$ cat config.mk
export PLATFORM = sky130hd
export DESIGN_NAME = sha1_stream_hasher_unit
export DESIGN_NICKNAME = d
export VERILOG_FILES = /design/src/rtl/sha1sh_pkg.sv /design/src/rtl/sha1sh_front.sv /design/src/rtl/sha1sh_queue.sv /design/src/rtl/sha1sh_core.sv /design/src/rtl/sha1_stream_hasher_unit.sv
export SDC_FILE = /design/constraint.sdc
export NUM_CORES = 2
export LEC_CHECK = 0
export ABC_AREA = 1
export BUFFER_PORTS_ARGS = -buffer_cell sky130_fd_sc_hd__buf_4
export CAP_MARGIN = 25
export CELL_PAD_IN_SITES_DETAIL_PLACEMENT = 1
export CELL_PAD_IN_SITES_GLOBAL_PLACEMENT = 2
export CORE_ASPECT_RATIO = 1.75
export CORE_UTILIZATION = 30
export CTS_BUF_LIST = sky130_fd_sc_hd__clkbuf_2 sky130_fd_sc_hd__clkbuf_4 sky130_fd_sc_hd__clkbuf_8
export DETAILED_ROUTE_END_ITERATION = 8
export HOLD_SLACK_MARGIN = 0.05
export PLACE_DENSITY = 0.59
export SKIP_LAST_GASP = 1
export SYNTH_ARGS = -nofsm -noshare
export SYNTH_HDL_FRONTEND = slang
export SYNTH_SLANG_ARGS = --single-unit
$ cat constraint.sdc
create_clock -name clk -period 16.72 [get_ports clk]
set_clock_uncertainty 0.2 [all_clocks]
set_input_delay 0 -clock clk [delete_from_list [all_inputs] [get_ports clk]]
set_output_delay 0 -clock clk [all_outputs]
set_load 0.005 [all_outputs]
$ cat src/rtl/sha1sh_pkg.sv
// Shared types, constants and round helpers for the SHA-1 stream hasher.
package sha1sh_pkg;

	localparam int QueueDepth = 4;
	localparam int QueuePtrW  = $clog2(QueueDepth);

	// One message item as it travels from the front end to the hashing core.
	typedef struct packed {
		logic [7:0] data_byte;
		logic       has_byte;
		logic       last;
	} item_t;

	typedef logic [31:0] word_t;

	localparam word_t InitChain [5] = '{
		32'h67452301, 32'hefcdab89, 32'h98badcfe, 32'h10325476, 32'hc3d2e1f0
	};

	localparam word_t RoundConst [4] = '{
		32'h5a827999, 32'h6ed9eba1, 32'h8f1bbcdc, 32'hca62c1d6
	};

	localparam logic [7:0] PadByte    = 8'h80;
	localparam logic [6:0] RoundsLast = 7'd80;
	localparam logic [5:0] LenFill    = 6'd56;

	// Phase index of a round: 0..19, 20..39, 40..59, 60..79.
	function automatic logic [1:0] round_phase(input logic [6:0] rnd);
		logic [1:0] ph;
		if (rnd < 7'd20) begin
			ph = 2'd0;
		end else if (rnd < 7'd40) begin
			ph = 2'd1;
		end else if (rnd < 7'd60) begin
			ph = 2'd2;
		end else begin
			ph = 2'd3;
		end
		return ph;
	endfunction

	function automatic word_t round_f(input logic [1:0] ph, input word_t b, input word_t c,
			input word_t d);
		word_t f;
		case (ph)
			2'd0: f = (b & c) | (~b & d);
			2'd2: f = (b & c) | (b & d) | (c & d);
			default: f = b ^ c ^ d;
		endcase
		return f;
	endfunction

endpackage

$ cat src/rtl/sha1sh_front.sv
// Input stage: registers stream items and drops those that carry no work.
module sha1sh_front (
	input  logic                 clk,
	input  logic                 arst_n,
	input  logic                 s_tvalid,
	output logic                 s_tready,
	input  logic [7:0]           s_tdata,   // [7:0] data_byte
	input  logic                 s_tuser,   // [0] has_byte
	input  logic                 s_tlast,
	output logic                 push,
	output sha1sh_pkg::item_t    push_item,
	input  logic                 queue_full
);
	import sha1sh_pkg::*;

	logic  valid_s1;
	item_t item_s1;
	logic  useful;
	logic  drain;

	// An item with neither a byte nor an end mark changes nothing.
	assign useful    = item_s1.has_byte | item_s1.last;
	assign drain     = valid_s1 & (~useful | ~queue_full);
	assign push      = valid_s1 & useful & ~queue_full;
	assign push_item = item_s1;
	assign s_tready  = ~valid_s1 | drain;

	always_ff @(posedge clk or negedge arst_n) begin
		if (!arst_n) begin
			valid_s1 <= 1'b0;
		end else if (s_tready) begin
			valid_s1 <= s_tvalid;
		end
	end

	always_ff @(posedge clk) begin
		if (s_tready && s_tvalid) begin
			item_s1.data_byte <= s_tdata;
			item_s1.has_byte  <= s_tuser;
			item_s1.last      <= s_tlast;
		end
	end

endmodule

$ cat src/rtl/sha1sh_queue.sv
// Short item queue between the front end and the hashing core.
module sha1sh_queue (
	input  logic              clk,
	input  logic              arst_n,
	input  logic              push,
	input  sha1sh_pkg::item_t push_item,
	output logic              full,
	input  logic              pop,
	output sha1sh_pkg::item_t pop_item,
	output logic              empty
);
	import sha1sh_pkg::*;

	item_t                mem_q [QueueDepth];
	logic [QueuePtrW-1:0] wr_ptr_q;
	logic [QueuePtrW-1:0] rd_ptr_q;
	logic [QueuePtrW:0]   count_q;

	assign full     = (count_q == (QueuePtrW+1)'(QueueDepth));
	assign empty    = (count_q == '0);
	assign pop_item = mem_q[rd_ptr_q];

	always_ff @(posedge clk or negedge arst_n) begin
		if (!arst_n) begin
			wr_ptr_q <= '0;
			rd_ptr_q <= '0;
			count_q  <= '0;
		end else begin
			if (push) begin
				wr_ptr_q <= wr_ptr_q + 1'b1;
			end
			if (pop) begin
				rd_ptr_q <= rd_ptr_q + 1'b1;
			end
			if (push && !pop) begin
				count_q <= count_q + 1'b1;
			end else if (pop && !push) begin
				count_q <= count_q - 1'b1;
			end
		end
	end

	always_ff @(posedge clk) begin
		if (push) begin
			mem_q[wr_ptr_q] <= push_item;
		end
	end

endmodule

$ cat src/rtl/sha1sh_core.sv
// Hashing core: block assembly, padding, 80-round compression and digest output.
module sha1sh_core (
	input  logic              clk,
	input  logic              arst_n,
	input  logic              empty,
	input  sha1sh_pkg::item_t pop_item,
	output logic              pop,
	output logic              m_tvalid,
	input  logic              m_tready,
	output logic [31:0]       m_tdata,   // [31:0] digest_word
	output logic [2:0]        m_tuser,   // [2:0] word_index
	output logic              m_tlast
);
	import sha1sh_pkg::*;

	localparam logic [2:0] StLoad = 3'd0;
	localparam logic [2:0] StPad  = 3'd1;
	localparam logic [2:0] StLen  = 3'd2;
	localparam logic [2:0] StRun  = 3'd3;
	localparam logic [2:0] StOut  = 3'd4;

	logic [2:0]  state_q;
	word_t       sched_q [16];
	logic [23:0] acc_q;
	logic [5:0]  fill_q;
	logic [60:0] count_q;
	word_t       chain_q [5];
	word_t       a_q, b_q, c_q, d_q, e_q;
	logic [6:0]  rnd_q;
	logic        fin_q;
	logic        pad80_q;
	logic        final_q;
	logic [2:0]  idx_q;
	logic        out_valid_q;
	word_t       out_word_q;
	logic [2:0]  out_idx_q;

	logic        put_en;
	logic [7:0]  put_byte;
	logic [5:0]  fill_put;
	logic        word_done;
	logic        len_en;
	word_t       len_word;
	logic        shift_en;
	word_t       shift_in;
	logic        round_en;
	word_t       new_w;
	word_t       mix;
	logic [1:0]  phase;
	word_t       t_val;
	logic        emit;

	assign pop      = (state_q == StLoad) & ~empty;
	assign put_en   = (pop & pop_item.has_byte) | (state_q == StPad);
	assign put_byte = (state_q == StPad) ? (pad80_q ? PadByte : 8'h00) : pop_item.data_byte;
	assign fill_put = fill_q + 6'd1;
	assign word_done = put_en & (fill_q[1:0] == 2'd3);

	// The length words land in slots 14 and 15; the fill position tells which.
	assign len_en   = (state_q == StLen);
	assign len_word = fill_q[2] ? {count_q[28:0], 3'b000} : count_q[60:29];

	assign round_en = (state_q == StRun) & (rnd_q != RoundsLast);
	assign mix      = sched_q[13] ^ sched_q[8] ^ sched_q[2] ^ sched_q[0];
	assign new_w    = {mix[30:0], mix[31]};
	assign phase    = round_phase(rnd_q);
	assign t_val    = {a_q[26:0], a_q[31:27]} + round_f(phase, b_q, c_q, d_q) + e_q +
		sched_q[0] + RoundConst[phase];

	assign shift_en = word_done | len_en | round_en;
	always_comb begin
		if (round_en) begin
			shift_in = new_w;
		end else if (len_en) begin
			shift_in = len_word;
		end else begin
			shift_in = {acc_q, put_byte};
		end
	end

	assign emit = (state_q == StOut) & (~out_valid_q | m_tready);

	assign m_tvalid = out_valid_q;
	assign m_tdata  = out_word_q;
	assign m_tuser  = out_idx_q;
	assign m_tlast  = (out_idx_q == 3'd4);

	// The schedule window doubles as the block buffer: words enter at the top
	// while loading, and during the rounds the head is always the current word.
	always_ff @(posedge clk) begin
		if (shift_en) begin
			for (int i = 0; i < 15; i++) begin
				sched_q[i] <= sched_q[i+1];
			end
			sched_q[15] <= shift_in;
		end
		if (put_en) begin
			acc_q <= {acc_q[15:0], put_byte};
		end
		if (round_en) begin
			e_q <= d_q;
			d_q <= c_q;
			c_q <= {b_q[1:0], b_q[31:2]};
			b_q <= a_q;
			a_q <= t_val;
		end else if (state_q != StRun) begin
			a_q <= chain_q[0];
			b_q <= chain_q[1];
			c_q <= chain_q[2];
			d_q <= chain_q[3];
			e_q <= chain_q[4];
		end
		if (emit) begin
			out_word_q <= chain_q[idx_q];
			out_idx_q  <= idx_q;
		end
	end

	always_ff @(posedge clk or negedge arst_n) begin
		if (!arst_n) begin
			state_q     <= StLoad;
			fill_q      <= '0;
			count_q     <= '0;
			rnd_q       <= '0;
			fin_q       <= 1'b0;
			pad80_q     <= 1'b0;
			final_q     <= 1'b0;
			idx_q       <= '0;
			out_valid_q <= 1'b0;
			for (int i = 0; i < 5; i++) begin
				chain_q[i] <= InitChain[i];
			end
		end else begin
			if (emit) begin
				out_valid_q <= 1'b1;
			end else if (m_tready) begin
				out_valid_q <= 1'b0;
			end
			case (state_q)
				StLoad: begin
					if (pop) begin
						if (pop_item.has_byte) begin
							fill_q <= fill_put;
							if (count_q != '1) begin
								count_q <= count_q + 61'd1;
							end
						end
						if (pop_item.last) begin
							fin_q   <= 1'b1;
							pad80_q <= 1'b1;
						end
						if (pop_item.has_byte && fill_put == 6'd0) begin
							state_q <= StRun;
						end else if (pop_item.last) begin
							state_q <= StPad;
						end
					end
				end
				StPad: begin
					pad80_q <= 1'b0;
					fill_q  <= fill_put;
					if (fill_put == 6'd0) begin
						state_q <= StRun;
					end else if (fill_put == LenFill) begin
						state_q <= StLen;
					end
				end
				StLen: begin
					fill_q <= fill_q + 6'd4;
					if (fill_q[2]) begin
						final_q <= 1'b1;
						state_q <= StRun;
					end
				end
				StRun: begin
					if (rnd_q == RoundsLast) begin
						rnd_q      <= '0;
						chain_q[0] <= chain_q[0] + a_q;
						chain_q[1] <= chain_q[1] + b_q;
						chain_q[2] <= chain_q[2] + c_q;
						chain_q[3] <= chain_q[3] + d_q;
						chain_q[4] <= chain_q[4] + e_q;
						if (final_q) begin
							state_q <= StOut;
						end else if (fin_q) begin
							state_q <= StPad;
						end else begin
							state_q <= StLoad;
						end
					end else begin
						rnd_q <= rnd_q + 7'd1;
					end
				end
				StOut: begin
					if (emit) begin
						if (idx_q == 3'd4) begin
							idx_q   <= '0;
							fill_q  <= '0;
							count_q <= '0;
							fin_q   <= 1'b0;
							pad80_q <= 1'b0;
							final_q <= 1'b0;
							state_q <= StLoad;
							for (int i = 0; i < 5; i++) begin
								chain_q[i] <= InitChain[i];
							end
						end else begin
							idx_q <= idx_q + 3'd1;
						end
					end
				end
				default: begin
					state_q <= StLoad;
				end
			endcase
		end
	end

endmodule

$ cat src/rtl/sha1_stream_hasher_unit.sv
// Byte stream SHA-1 hasher: after the last item the core pads the message, appends the
// bit length and runs one or two compressions before word 0 leaves.
// Throughput: one byte per cycle in the core while the queue holds items; while a 64-byte
// block is compressed, a four-entry queue lets the input keep taking items until full.
// Digest words leave through an output register, one per cycle while accepted.
// Asynchronous reset loads the initial chaining value and empties the queue.
module sha1_stream_hasher_unit (
	input  logic        clk,
	input  logic        arst_n,
	input  logic        s_tvalid,
	output logic        s_tready,
	input  logic [7:0]  s_tdata,   // [7:0] data_byte
	input  logic        s_tuser,   // [0] has_byte
	input  logic        s_tlast,
	output logic        m_tvalid,
	input  logic        m_tready,
	output logic [31:0] m_tdata,   // [31:0] digest_word
	output logic [2:0]  m_tuser,   // [2:0] word_index
	output logic        m_tlast
);
	import sha1sh_pkg::*;

	logic  push;
	item_t push_item;
	logic  queue_full;
	logic  pop;
	item_t pop_item;
	logic  queue_empty;

	sha1sh_front u_front (
		.clk        (clk),
		.arst_n     (arst_n),
		.s_tvalid   (s_tvalid),
		.s_tready   (s_tready),
		.s_tdata    (s_tdata),
		.s_tuser    (s_tuser),
		.s_tlast    (s_tlast),
		.push       (push),
		.push_item  (push_item),
		.queue_full (queue_full)
	);

	sha1sh_queue u_queue (
		.clk       (clk),
		.arst_n    (arst_n),
		.push      (push),
		.push_item (push_item),
		.full      (queue_full),
		.pop       (pop),
		.pop_item  (pop_item),
		.empty     (queue_empty)
	);

	sha1sh_core u_core (
		.clk      (clk),
		.arst_n   (arst_n),
		.empty    (queue_empty),
		.pop_item (pop_item),
		.pop      (pop),
		.m_tvalid (m_tvalid),
		.m_tready (m_tready),
		.m_tdata  (m_tdata),
		.m_tuser  (m_tuser),
		.m_tlast  (m_tlast)
	);

endmodule
# ---- Yosys cells after proc, flatten, opt, wreduce, memory -nomap -nowiden
# Memory sizes are Yosys's and may differ from the RTL's.
# Index checks and enable logic that the tools add are counted.
dict set report word_totals {
  regBits 481
  ramBits 552
  input_bits 14
  output_inout_bits 38
  word_cells 209
  mem_count 2
}
# memory words word_bits read_ports rd_clocked_by_memory_dff write_ports line_no
set memory_table {}
lappend memory_table {u_core.sched_q 16 32 16 0 16 sha1sh_core.sv:23} ;# word_t sched_q [16];
lappend memory_table {u_queue.mem_q 4 10 1 0 1 sha1sh_queue.sv:14} ;# item_t mem_q [QueueDepth];
dict set report op_classes {
  n_addsub 18
  order_cmp 5
  eq_ne 24
  n_mux 70
  bitwise_logic 35
  n_reduce_logical 26
}
# operator count
set op_table {}
lappend op_table {{2-to-1 mux 32 bit} 17}
lappend op_table {{2-to-1 mux 160 bit} 3}
lappend op_table {{one-hot mux 160 bit (2 select lines)} 1}
lappend op_table {{2-to-1 mux 61 bit} 5}
lappend op_table {{adder 32 bit} 9}
lappend op_table {{XOR 32 bit} 5}
lappend op_table {{bitwise AND 32 bit} 4}
lappend op_table {{one-hot mux 61 bit (2 select lines)} 1}
lappend op_table {{binary-select mux 32 bit (select 3 bit)} 1}
lappend op_table {{bitwise OR 32 bit} 3}
lappend op_table {{binary-select mux 32 bit (select 2 bit)} 1}
lappend op_table {{one-hot mux 32 bit (2 select lines)} 1}
lappend op_table {{adder 61 x 1 -> 61 bit (second input constant)} 1}
lappend op_table {{inequality test 61 bit (second input constant)} 1}
lappend op_table {{2-to-1 mux 3 bit} 13}
lappend op_table {{NOT 32 bit} 1}
lappend op_table {{2-to-1 mux 6 bit} 4}
lappend op_table {{one-hot mux 6 bit (4 select lines)} 1}
lappend op_table {{2-to-1 mux 8 bit} 2}
lappend op_table {{one-hot mux 3 bit (5 select lines)} 1}
lappend op_table {{AND reduction 5 bit} 3}
lappend op_table {{< comparator 7 x 6 -> 1 bit (second input constant)} 2}
lappend op_table {{2-to-1 mux 1 bit} 13}
lappend op_table {{== test 3 bit (second input constant)} 4}
lappend op_table {{other kinds (40)} 81}

# ---- Logic depth before layout (Yosys ltp)
dict set report depth {
  word_depth 11
  mapped_depth 27
  ltp_nobuf 26
}

# ---- Cells and area by module
# Synthesis repeated with hierarchy kept, for this count alone.
dict set report unflattened {
  cells_unflattened 6395
  hier_area_um2 57632.8
}
# module instances cells_per_inst area_per_inst_um2 seq_area_each_um2
set by_module_without_submodules {}
lappend by_module_without_submodules {sha1sh_core 1 6209 55233.0 28157.0}
lappend by_module_without_submodules {sha1sh_queue 1 165 2028.2 1376.3}
lappend by_module_without_submodules {sha1sh_front 1 21 371.6 325.3}

# ---- Least setup slack after synthesis
# Ideal clock, no wire load.
dict set report synth_path {
  path_kind {reg2reg}
  startpoint {register u_queue.rd_ptr_q[0]}
  endpoint {memory u_core.sched_q[0][0] (netlist bit) (enable)}
  setup_ps 906
  arrival_time_ps 13733
  required_time_ps 15614
  setup_slack_ps 1881
  stages_incl_launch_ff 9
  path_buffers 1
  period_less_slack_ps 14839
  cell_sequence {dfrtp_1 > inv_2 > clkbuf_1 > nand2_1 > nand3_1 > nand2_1 > o21ai_0 > nand2_1 > nand2_1}
}
# element line_no
set synth_rtl {}
lappend synth_rtl {{start: declaration} sha1sh_queue.sv:16} ;# logic [QueuePtrW-1:0] rd_ptr_q;
lappend synth_rtl {{start signal: assignment} sha1sh_queue.sv:33} ;# rd_ptr_q <= rd_ptr_q + 1'b1;
lappend synth_rtl {{end: declaration} sha1sh_core.sv:23}

==> metrics.txt <==
final number of max-transition violations=0; number of synthesized flops with an enable pin=about 780; Max-cap violations=0; outcome=completed; width of the chip=roughly 330 um; vertical die dimension=579 um; critical register-to-register path endpoint=u_core.sched_q[2][19]; most common cell after layout, fill and taps aside=nand2_1; root buffer cell=clkbuf_8; layout cell share with drive strength beyond 1=8.34%; Register-to-Register Path Depth=13; Peak Freq=approximately 160 MHz; Worst R2R Start=u_queue.rd_ptr_q[0]; global-route wire length before repair=around 360,000 um; Area contributors post-synth=edfxtp_1, nand2_1, dfrtp_1; gr usage total=a little over a quarter; Core Rows=between 200 and 250; kind of cell adding the most delay to the critical path=buffers and inverters; kind of start point of the critical path=register; number of CTS-inserted buffers=around 180; GR Overflow Total=0; portion of the post-synthesis area used by sequential elements=a little over half; worst-skew pair later-pin latency=roughly 0.93 ns; shortest period the worst path allows=approximately 6.3 ns; residual DRC count=0; WL per Instance=approximately 28 um; proportion of register bits with asynchronous set or reset after synthesis=approximately 24%; Fin Setup TNS=0 ns; launch instance of the worst min-delay path=s_tdata[5]; synthesized area per cell=just over 9 um2; Synth-to-Final Area Change=12.8%; leading cell types in the layout, fill and taps excluded=nand2_1, inv_1, edfxtp_1, nor2_1, o21ai_0; biggest area consumer among synthesized cells=edfxtp_1; hold violation total from the final report=0; dominant register cell in the synthesized netlist=edfxtp_1; largest fanout of any net on the critical path=between 150 and 200; Final setup violation count=0; data required time of the critical path=~17 ns; detail-routed via count per cell=approximately 5; area of the die=about 0.19 mm2; count of warnings emitted by yosys=0; syn_nets=around 6.6k; CP most frequent cell=buf_4; total wirelength of the detailed-routed design=roughly 250,000 um; cts-stage hold buffer count=35; relative slew slack=around a quarter; worst setup path category=reg2reg; number of flip-flops and latches in the synthesized netlist=slightly above 1k; fraction of the cycle the final worst path needs=a little under two fifths; end of the worst hold path=u_front.push_item[7]; reg-to-reg slack, setup=10.42 ns; sink count of the clock tree=between 1k and 1.5k; TritonCTS clock tree=built; area share of the largest cell type after synthesis=~41%; netlist area before placement=0.0570 mm2; worst slew pin tran=~1.1 ns; Post-DP HPWL=202,000 um; cells resized by post-CTS repair=0; initial standard-cell utilization of the core=a little under a third; I/O pins=52; number of global-route vias before repair=48.3k; clock transition time at the flip-flop clock pins of the worst setup and hold paths=roughly 0.07 ns; worst stage delay on the critical path=about 0.9 ns; largest net degree at the start of global routing=183; number of nets in the layout=slightly below 7k; detailed-router iteration count before antenna repair=5; sort of element at the end of the critical path=register; Worst Hold Class=in2reg; number of setup buffers added after CTS=0; number of buffer cells added on primary ports=51; number of DRC markers in iteration 0=approximately 2.3k; setup repair after global routing missed its margin=no; number of buffers on the longest clock path=4; buffering stage count on the worst path with inverters included=7; antenna viol nets, final=0; slowest cell on the critical path=buf_4; unique cell type count in the Yosys netlist=52; Arrival @ worst endpoint=6.62 ns; level count of the clock H-tree=4; RD Place Congestion=just under 1; area inside the core boundary=~0.19 mm2; cell count after synthesis=a little over 6k; critical path cell sequence=inv_2, nand2_1, nand3_1, nand2_1, o21ai_2, buf_4, nand2_1, nand2_4, buf_4, buf_16, buf_4, buf_12, buf_4; initial antenna violation count=7; number of cells traversed by the worst hold path=3; number of vias in the routed layout=44.9k
per-layer routing:
layer  wire length, um  vias to the layer above  track usage [%]  share of wire, %
li1                  -                    21200                -                 -
met1             83500                    22300             24.3                33
met2            137000                      881             50.3                54
met3              5860                      573             2.57               2.3
met4             28500                        2             25.2                11
met5                13                        -                0            0.0051
Yosys cell counts, types with 3 or more instances:
master and n:
nand2_1 1502, inv_1 833, edfxtp_1 781, nor2_1 539, o21ai_0 457, a21oi_1 365
nand3_1 338, ha_1 203, dfrtp_1 172, fa_1 126, xnor2_1 112, xor2_1 87
dfstp_2 80, clkbuf_1 79, nand4_1 74, o22ai_1 67, nor3_1 58, o21ai_1 51
buf_2 46, inv_2 36, a22oi_1 29, o21bai_1 28, o221ai_1 21, nand3b_1 17
a21o_1 15, nor4_1 14, buf_1 12, a31oi_1 11, or2_2 9, buf_4 8
o211ai_1 7, a21boi_0 6, o21a_1 6, and3_1 5, or2_1 5, clkinv_1 4
nor3b_1 4, a22oi_2 3, and2_1 3, buf_6 3, nand2_2 3, nor3_2 3
sequential cells by signal, indices dropped and copies added (netlist names), 3 cells and up:
name and cells:
u_core.a_q 32, u_core.acc_q 24, u_core.b_q 32, u_core.c_q 32
u_core.chain_q 160, u_core.count_q 61, u_core.d_q 32, u_core.e_q 32
u_core.fill_q 6, u_core.idx_q 3, u_core.m_tdata 32, u_core.m_tuser 3
u_core.rnd_q 7, u_core.sched_q 512, u_core.state_q 3, u_front.push_item 10
u_queue.count_q 3, u_queue.mem_q 40
cells by family after synthesis:
| family | count (synthesis) | share of synthesized area, % |
|---|---|---|
| and+or+nand+nor | 2578 | 18.5 |
| buffers and inverters | 1022 | 6.92 |
| muxes | 1 | 0.0197 |
| DFF | 1033 | 52.4 |
| xor gates and xnor gates | 199 | 3.06 |
| AOI/OAI and AO/OA | 1074 | 10.2 |
| adders and majority gates | 329 | 8.88 |
layout make-up:
type	instances	area [um2]
clock inverter	73	537
antenna	12	30.0
timing repair buffer	143	1260
fill	21800	124000
sequential	1033	29900
inverter	873	3290
tap	2449	3060
multi-input combinational	4181	23300
clock buffer	244	3010
worst max path at each step:
stage | startpoint | endpoint | slack [ns] | depth (start not counted)
5_1_grt | u_queue.rd_ptr_q[0] | u_core.sched_q[2][19] | 9.97 | 13
3_5_place_dp | u_queue.rd_ptr_q[0] | u_core.sched_q[0][26] | 10.07 | 12
4_1_cts | u_queue.rd_ptr_q[0] | u_core.sched_q[2][19] | 10.02 | 12
3_3_place_gp | u_core.rnd_q[6] | u_core.a_q[22] | 10.15 | 22
6_report | u_queue.rd_ptr_q[0] | u_core.sched_q[2][19] | 10.42 | 13
2_1_floorplan | u_queue.rd_ptr_q[0] | u_core.sched_q[0][0] | 1.88 | 8
tightest hold or removal path: stages:
cell and delay (ns):
dlygate4sd3_1 0.53, buf_4 0.10, dlygate4sd3_1 0.53
stage by stage:
| stage | util, % | setup WS, ns | hold slack, ns | instances | cell area, um2 |
|---|---|---|---|---|---|
| after floorplan | - | 1.88 | -0.496 | 6236 | 57000 |
| after global routing | 34.1 | 9.97 | 0.126 | 9003 | 64300 |
| after global placement | 31.9 | 10.15 | -0.150 | 8636 | 60300 |
| final | 34.1 | 10.42 | 0.140 | 9008 | 64300 |
| after detailed placement | 31.9 | 10.07 | -0.122 | 8640 | 60300 |
| after CTS | 34.0 | 10.02 | 0.0563 | 8992 | 64200 |
Power is not shown: default switching activity piles up to over one toggle a cycle in this logic, so the estimate is an artifact.
